<file path="config.mk">
export PLATFORM = sky130hd
export DESIGN_NAME = movz_movk_immediate_address_scanner_top_flat
export DESIGN_NICKNAME = d
export VERILOG_FILES = /design/src/hdl/mmscan_pkg.sv /design/src/hdl/mmscan_if.sv /design/src/hdl/movz_movk_immediate_address_scanner_top.sv /design/src/hdl/mmscan_value_mem.sv /design/src/hdl/mmscan_out_stage.sv /design/src/flat_wrapper.sv
export SDC_FILE = /design/constraint.sdc
export NUM_CORES = 2
export LEC_CHECK = 0
export BUFFER_PORTS_ARGS = -buffer_cell sky130_fd_sc_hd__buf_4
export CORE_ASPECT_RATIO = 0.75
export CORE_MARGIN = 8
export CORE_UTILIZATION = 40
export CTS_BUF_LIST = sky130_fd_sc_hd__clkbuf_8
export DETAILED_ROUTE_END_ITERATION = 8
export PLACE_DENSITY_LB_ADDON = 0.08
export SKIP_CTS_REPAIR_TIMING = 1
export SYNTH_ARGS = -nofsm -noshare
export SYNTH_HDL_FRONTEND = slang
export SYNTH_HIERARCHICAL = 1
export SYNTH_SLANG_ARGS = --single-unit
</file>
<file path="constraint.sdc">
create_clock -name clk -period 17.7 [get_ports clk]
set_input_delay 3.54 -clock clk [delete_from_list [all_inputs] [get_ports clk]]
set_output_delay 3.54 -clock clk [all_outputs]
set_load 0.05 [all_outputs]
</file>
<file path="src/hdl/mmscan_pkg.sv">
// shared types, constants and decode helpers for the movz/movk immediate scanner
// no dependencies; imported by every module of the block
package mmscan_pkg;

    localparam int VALUE_W  = 64;
    localparam int INSTR_W  = 32;
    localparam int REG_W    = 5;
    localparam int NUM_REGS = 32;
    localparam int HW_W     = 2;
    localparam int IMM_W    = 16;

    localparam logic [INSTR_W-1:0] OP_MASK = 32'hFF80_0000;
    localparam logic [INSTR_W-1:0] OP_MOVZ = 32'hD280_0000;
    localparam logic [INSTR_W-1:0] OP_MOVK = 32'hF280_0000;
    localparam logic [IMM_W-1:0]   HALF_MASK = 16'hFFFF;

    localparam logic [VALUE_W-1:0] MIN_ADDRESS_RESET = 64'h0000_0001_0000_0000;
    localparam logic [REG_W-1:0]   LAST_REG = 5'd31;

    typedef enum logic [2:0] {
        S_IDLE,
        S_EXEC,
        S_FRD,
        S_FCHK,
        S_FEND
    } state_t;

    // one read port and one write port of the value store
    typedef struct packed {
        logic               rd_en;
        logic [REG_W-1:0]   rd_addr;
        logic               wr_en;
        logic [REG_W-1:0]   wr_addr;
        logic [VALUE_W-1:0] wr_data;
    } mem_req_t;

    // one result headed for the output register
    typedef struct packed {
        logic               push;
        logic [VALUE_W-1:0] value;
        logic [REG_W-1:0]   dest;
        logic               last;
    } out_push_t;

    // immediate placed at its halfword position
    function automatic logic [VALUE_W-1:0] place_half(input logic [IMM_W-1:0] imm,
                                                      input logic [HW_W-1:0] hw);
        logic [VALUE_W-1:0] wide;
        wide = {{(VALUE_W-IMM_W){1'b0}}, imm};
        return wide << {hw, 4'b0000};
    endfunction

endpackage

</file>
<file path="src/hdl/mmscan_if.sv">
// handshake channels of the scanner: instruction items in, results out
// depends on mmscan_pkg for field widths
interface mmscan_item_if;
    import mmscan_pkg::*;

    logic               valid;
    logic               ready;
    logic [INSTR_W-1:0] instruction;
    logic               flush;

    modport source (output valid, output instruction, output flush, input ready);
    modport sink   (input valid, input instruction, input flush, output ready);
endinterface

interface mmscan_result_if;
    import mmscan_pkg::*;

    logic               valid;
    logic               ready;
    logic [VALUE_W-1:0] suspect_value;
    logic [REG_W-1:0]   dest_register;
    logic               last;

    modport source (output valid, output suspect_value, output dest_register,
                    output last, input ready);
    modport sink   (input valid, input suspect_value, input dest_register,
                    input last, output ready);
endinterface

</file>
<file path="src/hdl/movz_movk_immediate_address_scanner_top.sv">
// top level of the movz/movk immediate scanner: sequencer, live marks, threshold
// depends on mmscan_pkg, mmscan_if, mmscan_value_mem, mmscan_out_stage
//
//   channel   dir  handshake            payload
//   item      in   valid/ready          instruction[31:0], flush
//   result    out  valid/ready          suspect_value[63:0], dest_register[4:0], last
//   cfg       in   cfg_we (no ready)    cfg_wdata[63:0] -> min_address
//
// an instruction transaction reads the register's value from the store in S_IDLE, then
// in S_EXEC modifies, writes back and hands any qualifying result to the output register.
// a flush transaction walks all 32 registers, reading then checking each (S_FRD,
// S_FCHK), and then releases the final held result in S_FEND.
// reset clears the live marks and the sequencer; the value store is not cleared.
// a result waits in the output register; the sequencer stalls only when it must
// hand over another result while that register is still full.
module movz_movk_immediate_address_scanner_top (
    input  logic                               clk,
    input  logic                               rst_n,
    mmscan_item_if.sink                        item,
    mmscan_result_if.source                    result,
    input  logic                               cfg_we,
    input  logic [mmscan_pkg::VALUE_W-1:0]     cfg_wdata
);
    import mmscan_pkg::*;

    // sequencer state
    state_t state_reg;
    state_t state_next;

    // threshold register
    logic [VALUE_W-1:0] min_address_reg;

    // held instruction word and flush walk index
    logic [INSTR_W-1:0] instr_reg;
    logic [REG_W-1:0]   idx_reg;

    // one live mark per register, in flops so reset clears them at once
    logic [NUM_REGS-1:0] live_reg;
    logic [NUM_REGS-1:0] live_next;

    // during a flush the latest qualifying result is held back until we know
    // whether another one follows, so that last lands on the final one
    logic               held_valid_reg;
    logic               held_valid_next;
    logic [VALUE_W-1:0] held_value_reg;
    logic [REG_W-1:0]   held_dest_reg;
    logic               held_load;

    // store and output stage connections
    mem_req_t           mem_req;
    logic [VALUE_W-1:0] rd_data;
    out_push_t          push;
    logic               out_free;

    // instruction decode on the held word
    logic               is_movz;
    logic               is_movk;
    logic [REG_W-1:0]   rd;
    logic [HW_W-1:0]    hw;
    logic [IMM_W-1:0]   imm;
    logic [VALUE_W-1:0] placed;
    logic [VALUE_W-1:0] merged;
    logic               qualifies;
    logic               live_rd;
    logic               close_rd;
    logic               exec_stall;
    logic               fchk_hit;
    logic               fchk_stall;
    logic               fend_stall;

    assign is_movz = (instr_reg & OP_MASK) == OP_MOVZ;
    assign is_movk = (instr_reg & OP_MASK) == OP_MOVK;
    assign rd      = instr_reg[REG_W-1:0];
    assign hw      = instr_reg[22:21];
    assign imm     = instr_reg[20:5];
    assign placed  = place_half(imm, hw);
    assign merged  = (rd_data & ~place_half(HALF_MASK, hw)) | placed;

    // single wide compare shared by the instruction and flush paths
    assign qualifies = rd_data >= min_address_reg;

    assign live_rd  = live_reg[rd];
    // movz on a live register closes the old run; so does any non-movk word
    assign close_rd = live_rd && (is_movz || !is_movk);
    assign exec_stall = close_rd && qualifies && !out_free;

    assign fchk_hit   = live_reg[idx_reg] && qualifies;
    assign fchk_stall = fchk_hit && held_valid_reg && !out_free;
    assign fend_stall = held_valid_reg && !out_free;

    mmscan_value_mem u_value_mem (
        .clk     (clk),
        .req     (mem_req),
        .rd_data (rd_data)
    );

    mmscan_out_stage u_out_stage (
        .clk     (clk),
        .rst_n   (rst_n),
        .push_in (push),
        .free    (out_free),
        .result  (result)
    );

    // next state
    always_comb
    begin
        state_next = state_reg;
        unique case (state_reg)
            S_IDLE:
            begin
                if (item.valid)
                begin
                    state_next = item.flush ? S_FRD : S_EXEC;
                end
            end
            S_EXEC:
            begin
                if (!exec_stall)
                begin
                    state_next = S_IDLE;
                end
            end
            S_FRD:
            begin
                state_next = S_FCHK;
            end
            S_FCHK:
            begin
                if (!fchk_stall)
                begin
                    state_next = (idx_reg == LAST_REG) ? S_FEND : S_FRD;
                end
            end
            S_FEND:
            begin
                if (!fend_stall)
                begin
                    state_next = S_IDLE;
                end
            end
            default:
            begin
                state_next = S_IDLE;
            end
        endcase
    end

    // outputs of the sequencer
    always_comb
    begin
        item.ready      = 1'b0;
        mem_req         = '0;
        push            = '0;
        live_next       = live_reg;
        held_valid_next = held_valid_reg;
        held_load       = 1'b0;
        unique case (state_reg)
            S_IDLE:
            begin
                item.ready      = 1'b1;
                // read the named register right away so the value is there next cycle
                mem_req.rd_en   = item.valid && !item.flush;
                mem_req.rd_addr = item.instruction[REG_W-1:0];
            end
            S_EXEC:
            begin
                if (!exec_stall)
                begin
                    push.push  = close_rd && qualifies;
                    push.value = rd_data;
                    push.dest  = rd;
                    push.last  = 1'b1;
                    mem_req.wr_addr = rd;
                    if (is_movz)
                    begin
                        mem_req.wr_en   = 1'b1;
                        mem_req.wr_data = placed;
                        live_next[rd]   = 1'b1;
                    end
                    else if (is_movk && live_rd)
                    begin
                        mem_req.wr_en   = 1'b1;
                        mem_req.wr_data = merged;
                    end
                    else
                    begin
                        live_next[rd] = 1'b0;
                    end
                end
            end
            S_FRD:
            begin
                mem_req.rd_en   = 1'b1;
                mem_req.rd_addr = idx_reg;
            end
            S_FCHK:
            begin
                if (!fchk_stall)
                begin
                    // a newer hit means the held one is not the final result
                    push.push  = fchk_hit && held_valid_reg;
                    push.value = held_value_reg;
                    push.dest  = held_dest_reg;
                    push.last  = 1'b0;
                    held_load  = fchk_hit;
                    if (fchk_hit)
                    begin
                        held_valid_next = 1'b1;
                    end
                    live_next[idx_reg] = 1'b0;
                end
            end
            S_FEND:
            begin
                if (!fend_stall)
                begin
                    push.push       = held_valid_reg;
                    push.value      = held_value_reg;
                    push.dest       = held_dest_reg;
                    push.last       = 1'b1;
                    held_valid_next = 1'b0;
                end
            end
            default:
            begin
                item.ready = 1'b0;
            end
        endcase
    end

    // control registers
    always_ff @(posedge clk or negedge rst_n)
    begin
        if (!rst_n)
        begin
            state_reg       <= S_IDLE;
            live_reg        <= '0;
            held_valid_reg  <= 1'b0;
            min_address_reg <= MIN_ADDRESS_RESET;
            idx_reg         <= '0;
        end
        else
        begin
            state_reg      <= state_next;
            live_reg       <= live_next;
            held_valid_reg <= held_valid_next;
            if (cfg_we)
            begin
                min_address_reg <= cfg_wdata;
            end
            if (state_reg == S_IDLE)
            begin
                idx_reg <= '0;
            end
            else if (state_reg == S_FCHK && !fchk_stall)
            begin
                idx_reg <= idx_reg + 5'd1;
            end
        end
    end

    // payload registers
    always_ff @(posedge clk)
    begin
        if (item.valid && item.ready)
        begin
            instr_reg <= item.instruction;
        end
        if (held_load)
        begin
            held_value_reg <= rd_data;
            held_dest_reg  <= idx_reg;
        end
    end
endmodule

</file>
<file path="src/hdl/mmscan_value_mem.sv">
// per-register value store: 32 x 64, one write and one registered read per cycle
// depends on mmscan_pkg
module mmscan_value_mem (
    input  logic                        clk,
    input  mmscan_pkg::mem_req_t        req,
    output logic [mmscan_pkg::VALUE_W-1:0] rd_data
);
    import mmscan_pkg::*;

    logic [VALUE_W-1:0] mem [NUM_REGS];
    logic [VALUE_W-1:0] rd_data_reg;

    always_ff @(posedge clk)
    begin
        if (req.wr_en)
        begin
            mem[req.wr_addr] <= req.wr_data;
        end
        if (req.rd_en)
        begin
            rd_data_reg <= mem[req.rd_addr];
        end
    end

    assign rd_data = rd_data_reg;
endmodule

</file>
<file path="src/hdl/mmscan_out_stage.sv">
// output register for result transactions; frees when the consumer takes it
// depends on mmscan_pkg and mmscan_result_if
module mmscan_out_stage (
    input  logic                  clk,
    input  logic                  rst_n,
    input  mmscan_pkg::out_push_t push_in,
    output logic                  free,
    mmscan_result_if.source       result
);
    import mmscan_pkg::*;

    logic               valid_reg;
    logic               valid_next;
    logic [VALUE_W-1:0] value_reg;
    logic [REG_W-1:0]   dest_reg;
    logic               last_reg;

    assign free = !valid_reg || result.ready;

    always_comb
    begin
        valid_next = valid_reg;
        if (push_in.push)
        begin
            valid_next = 1'b1;
        end
        else if (result.ready)
        begin
            valid_next = 1'b0;
        end
    end

    always_ff @(posedge clk or negedge rst_n)
    begin
        if (!rst_n)
        begin
            valid_reg <= 1'b0;
        end
        else
        begin
            valid_reg <= valid_next;
        end
    end

    always_ff @(posedge clk)
    begin
        if (push_in.push)
        begin
            value_reg <= push_in.value;
            dest_reg  <= push_in.dest;
            last_reg  <= push_in.last;
        end
    end

    assign result.valid         = valid_reg;
    assign result.suspect_value = value_reg;
    assign result.dest_register = dest_reg;
    assign result.last          = last_reg;
endmodule
</file>
<file path="src/flat_wrapper.sv">
// flat-port wrapper written by rule: the top's interface ports become plain ports
module movz_movk_immediate_address_scanner_top_flat import mmscan_pkg::*;
  (clk, rst_n, cfg_we, cfg_wdata, item_valid, item_instruction, item_flush, item_ready, result_valid, result_suspect_value, result_dest_register, result_last, result_ready);
  mmscan_item_if item_i ();
  mmscan_result_if result_i ();
  input  logic clk;
  input  logic rst_n;
  input  logic cfg_we;
  input  logic [mmscan_pkg::VALUE_W-1:0] cfg_wdata;
  input wire logic [$bits(item_i.valid)-1:0] item_valid;
  input wire logic [$bits(item_i.instruction)-1:0] item_instruction;
  input wire logic [$bits(item_i.flush)-1:0] item_flush;
  output wire logic [$bits(item_i.ready)-1:0] item_ready;
  output wire logic [$bits(result_i.valid)-1:0] result_valid;
  output wire logic [$bits(result_i.suspect_value)-1:0] result_suspect_value;
  output wire logic [$bits(result_i.dest_register)-1:0] result_dest_register;
  output wire logic [$bits(result_i.last)-1:0] result_last;
  input wire logic [$bits(result_i.ready)-1:0] result_ready;
  assign item_i.valid = item_valid;
  assign item_i.instruction = item_instruction;
  assign item_i.flush = item_flush;
  assign item_ready = item_i.ready;
  assign result_valid = result_i.valid;
  assign result_suspect_value = result_i.suspect_value;
  assign result_dest_register = result_i.dest_register;
  assign result_last = result_i.last;
  assign result_i.ready = result_ready;
  movz_movk_immediate_address_scanner_top u_core (.clk(clk), .rst_n(rst_n), .item(item_i), .result(result_i), .cfg_we(cfg_we), .cfg_wdata(cfg_wdata));
endmodule
</file>
After elaboration in Yosys (flattened, before gate mapping) --
Memories as Yosys holds them, arrays and structs flattened. A register that Yosys moved wholly into a read port is not among the register bits. Index checks and enable logic that the tools add are counted.
Cells by class: add/sub/neg operators 1, $lt $le $gt $ge 5, equal/unequal tests 13, shift operators 2, multiplexer cells 44, bitwise operators 8, reduce and logical (&&, ||, !) cells 28
Operators by type and width (number):
- 71-bit 2-to-1 mux | 3
- 71-bit case mux with 3 select lines | 1
- 70-bit 2-to-1 mux | 2
- 32-bit 2-to-1 mux | 4
- 64-bit 2-to-1 mux | 2
- 32-bit AND | 2
- 64-bit AND | 1
- 64-bit greater-or-equal comparator | 1
- 32-bit NOT | 2
- 64-bit NOT | 1
- 64-bit OR | 1
- 32-bit case mux with 2 select lines | 1
- 16-bit by 6-bit << shifter with 64-bit output | 1
- 16-bit by 6-bit << shifter with 64-bit output (first input constant) | 1
- 32-bit OR | 1
- 9-bit equality test (second input constant) | 2
- 1-bit 2-to-1 mux | 16
- 3-bit 2-to-1 mux | 5
- 3-bit case mux with 5 select lines | 1
- 1-bit logical AND | 13
- 5-bit by 6-bit < comparator with 1-bit output (second input constant) | 2
- 6-bit case mux with 2 select lines | 1
- 4-bit AND reduction | 3
- 1-bit binary-select mux with 5-bit select | 2
- 17 further kinds | 32
Storage, ports and cells: bits in registers 277, bits in writable memories 2048, bits of input ports 102, output and inout port bits 72, word-level logic and storage cells 114, memories 1
Memories:
- u_core.u_value_mem.mem | depth 32, width 64, read ports 1, clocked after memory_dff 1, wr ports 1, RTL line mmscan_value_mem.sv:10 | logic [VALUE_W-1:0] mem [NUM_REGS];

Longest topological paths before layout --
word-level depth 10, mapped depth 15, depth with buffers taken out 12

Hierarchy --
The synthesis kept the hierarchy.
Modules (own cells, without submodules):
- mmscan_value_mem | instances 1, cells an instance 3097, area an instance 79605.1 µm², sequential area each 63420.8 µm²
- movz_movk_immediate_address_scanner_top | instances 1, cells an instance 1258, area an instance 12762.2 µm², sequential area each 5661.7 µm²
- mmscan_out_stage | instances 1, cells an instance 73, area an instance 2149.6 µm², sequential area each 2127.0 µm²

Least setup slack after synthesis --
Ideal clock, no wire load.
kind input -> register, start point input result_ready, end point register u_core.u_out_stage.valid_reg (netlist: u_core/u_out_stage/result.valid), library setup time 100 ps, data arrival time 9656 ps, required time 17600 ps, setup slack 7944 ps, stages 4, buffers on the path 0, cell sequence nand2b_4 > inv_1 > o31ai_1 > nand2b_2
RTL lines:
- start: declaration | RTL line flat_wrapper.sv:18 | input wire logic [$bits(result_i.ready)-1:0] result_ready;
- end signal: assignment | RTL line mmscan_out_stage.sv:41 | valid_reg <= valid_next;
- end: declaration | RTL line mmscan_out_stage.sv:12 | logic valid_reg;

==> qor.json <==
{
  "outcome": {"value": "completed"},
  "synth_edf_count": {"value": 2283},
  "rows": {"value": 154},
  "syn2layout_area_growth": {"value": 13.47, "unit": "%"},
  "final-hold-violation-count": {"value": 0},
  "multiInputGateArea": {"value": 22320, "unit": "um^2"},
  "fin_setup_tns": {"value": 0, "unit": "ps"},
  "number_of_flip_flops_in_the_largest_register": {"value": 2048},
  "groute.layer.met2.usage": {"value": 34.94, "unit": "%"},
  "grt.busiest_layer": {"value": "met2"},
  "cp-start-kind": {"value": "flop"},
  "number_of_maximum_capacitance_violations": {"value": 0},
  "startpoint": {"value": "u_core/u_value_mem/rd_data[9]"},
  "yosys_most_used_dff": {"value": "sky130_fd_sc_hd__edfxtp_1"},
  "cts_root_buf": {"value": "sky130_fd_sc_hd__clkbuf_8"},
  "routed_via_density": {"value": 5.812},
  "period_share": {"value": 44.21, "unit": "%"},
  "synth_async_sr_flop_share": {"value": 4.437, "unit": "%"},
  "postRouteWirelength": {"value": 290600, "unit": "um"},
  "dpl_worst_slack": {"value": 9338, "unit": "ps"},
  "setup-violations-final": {"value": 0},
  "hpwl_reported_at_the_end_of_detailed_placement": {"value": 164400, "unit": "um"},
  "worst_ir_drop_vdd": {"value": 0.0001503, "unit": "V"},
  "synth.ff_latch_count": {"value": 2389},
  "antenna_found_initial": {"value": 14},
  "synth_top_cells_by_count": {"value": "2,283 x sky130_fd_sc_hd__edfxtp_1, 602 x sky130_fd_sc_hd__mux4_2, 188 x sky130_fd_sc_hd__nand2_1"},
  "worst_hold_slack": {"value": 515.8, "unit": "ps"},
  "crit_top_cell": {"value": "sky130_fd_sc_hd__buf_4"},
  "globalRouteMet3Util": {"value": 3.905, "unit": "%"},
  "cp_data_arrival_time": {"value": 8430, "unit": "ps"},
  "gpl.final_weighted_congestion": {"value": 0.7857},
  "detailed_routing_iteration_count_for_the_pre_antenna_repair_pass": {"value": 5},
  "leakagePower": {"value": 40.18, "unit": "nW"},
  "cp_cell_sequence": {"value": "ha_1, nand4_1, nor4_1, a32oi_1, a21oi_1, o31ai_2, a21o_1, nand3_4, inv_1, nand3b_1, nor2_4, buf_4, buf_4"},
  "synthTopCellsByArea": {"value": "sky130_fd_sc_hd__edfxtp_1 73%, sky130_fd_sc_hd__mux4_2 14%, sky130_fd_sc_hd__dfrtp_1 2.8%"},
  "worstSetupEndpointType": {"value": "flop"},
  "grt_util_all_layers": {"value": 22.63, "unit": "%"},
  "r2r-start": {"value": "u_core/u_value_mem/rd_data[9]"},
  "syn-num-nets": {"value": 4599},
  "crit_path_max_incr_delay": {"value": 860, "unit": "ps"},
  "final-max-slew-violation-count": {"value": 0},
  "maximum_number_of_pins_on_one_net_before_global_route_repair": {"value": 106},
  "clk_latency": {"value": 1010, "unit": "ps"},
  "final_antenna_net_count": {"value": 0},
  "io_pins": {"value": 174},
  "fmaxAchievable": {"value": 127.8, "unit": "MHz"},
  "power_density_over_cell_area": {"value": 129.7, "unit": "nW/um^2"},
  "worst_hold_startpoint": {"value": "u_core/state_reg[2]"},
  "cts_htree_levels": {"value": 5},
  "grt_setup_unrepaired": {"value": "no"},
  "layout-drive-gt1-share": {"value": 32.76, "unit": "%"},
  "n_fill_cell": {"value": 19830},
  "cts_buffer_depth": {"value": 4},
  "syn-mean-instance-area": {"value": 21.35, "unit": "um^2"},
  "synth.largest_area_cell": {"value": "sky130_fd_sc_hd__edfxtp_1"},
  "ys_warn_count": {"value": 6},
  "synthCells": {"value": 4428},
  "max_slew.worst_pin.slew": {"value": 1356, "unit": "ps"},
  "grt_pass1_vias": {"value": 49130},
  "worst_slew_margin_rel": {"value": 9.597, "unit": "%"},
  "die_width": {"value": 577.3, "unit": "um"},
  "start_util": {"value": 40.24, "unit": "%"},
  "ff_latch_area": {"value": 71210, "unit": "um^2"},
  "layout_min_cycle_time": {"value": 7825, "unit": "ps"},
  "worstPathRequired": {"value": 18300, "unit": "ps"},
  "criticalPathCategory": {"value": "reg2reg"},
  "final.setup.worst_slack": {"value": 9875, "unit": "ps"},
  "synth.top_cell.area_share": {"value": 72.53, "unit": "%"},
  "clock_tree_from_tritoncts": {"value": "yes"},
  "placement.io_buffers": {"value": 173},
  "hold_path_class": {"value": "reg2reg"},
  "wl_per_cell": {"value": 34.91, "unit": "um"},
  "clkTransAtPathRegs": {"value": 60, "unit": "ps"},
  "seq_area_frac_synth": {"value": 75.34, "unit": "%"},
  "syn_area": {"value": 94520, "unit": "um^2"},
  "remaining_drc_errors": {"value": 0},
  "fp.coreArea": {"value": 234900, "unit": "um^2"},
  "drt_iter0_markers": {"value": 5336},
  "wire_length_of_the_first_global_routing_pass": {"value": 403400, "unit": "um"},
  "die_height": {"value": 437.0, "unit": "um"},
  "clock_sink_count": {"value": 2389},
  "cts_made_buffers": {"value": 381},
  "yosysMostFrequentCell": {"value": "sky130_fd_sc_hd__edfxtp_1"},
  "fin_skew": {"value": 91.14, "unit": "ps"},
  "globalRouteMet1Util": {"value": 33.44, "unit": "%"},
  "cp_slowest_cell": {"value": "sky130_fd_sc_hd__nor2_4"},
  "register_bank_with_the_most_flops": {"value": "u_core/u_value_mem/mem"},
  "fin_total_pwr": {"value": 13.91, "unit": "mW"},
  "routed-via-count": {"value": 48390},
  "highest_fanout_seen_on_the_critical_path": {"value": 29},
  "final_nets": {"value": 5083},
  "grt.overflow.total": {"value": 0},
  "ys_types": {"value": 83},
  "fp.dieArea": {"value": 252300, "unit": "um^2"}
}
critical path: cells and delay by family, from the launching register on:
family / cells / cell delay, ps
AND/OR/NAND/NOR: 5 / 2660
adder cells (fa/ha/maj): 1 / 370
buffers and inverters: 3 / 1660
flip-flops: 1 / 740
AO/OA/AOI/OAI: 4 / 1870
power breakdown:
part | internal, mW | switching [mW]
Clock | 2.15 | 2.22
Sequential | 6.36 | 0.307
Combinational | 1.03 | 1.85
Total | 9.53 | 4.38
final timing paths:
path | to | slack [ps] | cells after the start
worst max register to register | u_core/u_value_mem/mem[25][18] | 9880 | 13
max in group asynchronous | u_core/min_address_reg[63] | 13720 | 2
worst min-delay path | u_core/state_reg[1] | 520 | 1
min in group asynchronous | u_core/min_address_reg[39] | 2540 | 1
worst min register to register | u_core/state_reg[1] | 520 | 1
worst max-delay path | u_core/u_value_mem/mem[25][18] | 9880 | 13
per-layer routing:
metal | vias to the layer above | share of wire [%] | wire (um)
li1 | 19480 | - | -
met1 | 26660 | 45 | 129900
met2 | 1856 | 46 | 133700
met3 | 398 | 6.7 | 19440
met4 | 0 | 2.6 | 7579
met5 | - | 0 | 0
cell families (layout without fill, tap and decap cells):
| family | after synthesis | in the layout | share of synthesized area, % |
|---|---|---|---|
| flip-flops | 2389 | 2389 | 75.34 |
| multiplexers | 786 | 786 | 16.60 |
| AND/OR/NAND/NOR | 459 | 459 | 2.526 |
| AO/OA/AOI/OAI | 394 | 394 | 2.877 |
| buffers and inverters | 328 | 1101 | 1.718 |
| adder cells (fa/ha/maj) | 69 | 69 | 0.9134 |
| XOR/XNOR | 3 | 3 | 0.02780 |
| other | 0 | 5 | 0 |
cells in the final DEF (no fill, tap or decap), types with 38 or more instances in the layout:
| cell type | netlist | layout |
|---|---|---|
| sky130_fd_sc_hd__edfxtp_1 | 2283 | 2283 |
| sky130_fd_sc_hd__mux4_2 | 602 | 602 |
| sky130_fd_sc_hd__clkbuf_8 | 10 | 395 |
| sky130_fd_sc_hd__buf_4 | 18 | 345 |
| sky130_fd_sc_hd__inv_1 | 76 | 210 |
| sky130_fd_sc_hd__nand2_1 | 188 | 187 |
| sky130_fd_sc_hd__dfrtp_1 | 105 | 105 |
| sky130_fd_sc_hd__mux2_2 | 96 | 96 |
| sky130_fd_sc_hd__clkinv_1 | 0 | 85 |
| sky130_fd_sc_hd__o21ai_0 | 82 | 82 |
| sky130_fd_sc_hd__nand3_1 | 80 | 79 |
| sky130_fd_sc_hd__a21oi_1 | 127 | 70 |
| sky130_fd_sc_hd__ha_1 | 69 | 69 |
| sky130_fd_sc_hd__a22o_1 | 65 | 65 |
| sky130_fd_sc_hd__mux2i_1 | 56 | 56 |
| sky130_fd_sc_hd__a21oi_2 | 0 | 49 |
| sky130_fd_sc_hd__nor2_4 | 0 | 38 |
layout make-up:
cell class / instances / area share (%)
flip-flops and latches: 2389 / 66.40
inverters: 77 / 0.2707
diodes: 5 / 0.01167
clock buffers: 395 / 5.069
well taps: 3120 / 3.640
multi-input cells: 1711 / 20.81
repair buffers: 352 / 2.533
clock inverters: 277 / 1.272
through the flow:
step,utilization (%),std cells,area (um^2)
after global routing,45.66,8322,107200
final,45.66,8326,107200
after floorplan,-,4428,94520
after CTS,45.64,8320,107200
after global placement,42.75,7648,100400
after detailed placement,42.75,7648,100400
(Power assumes the default switching activity.)
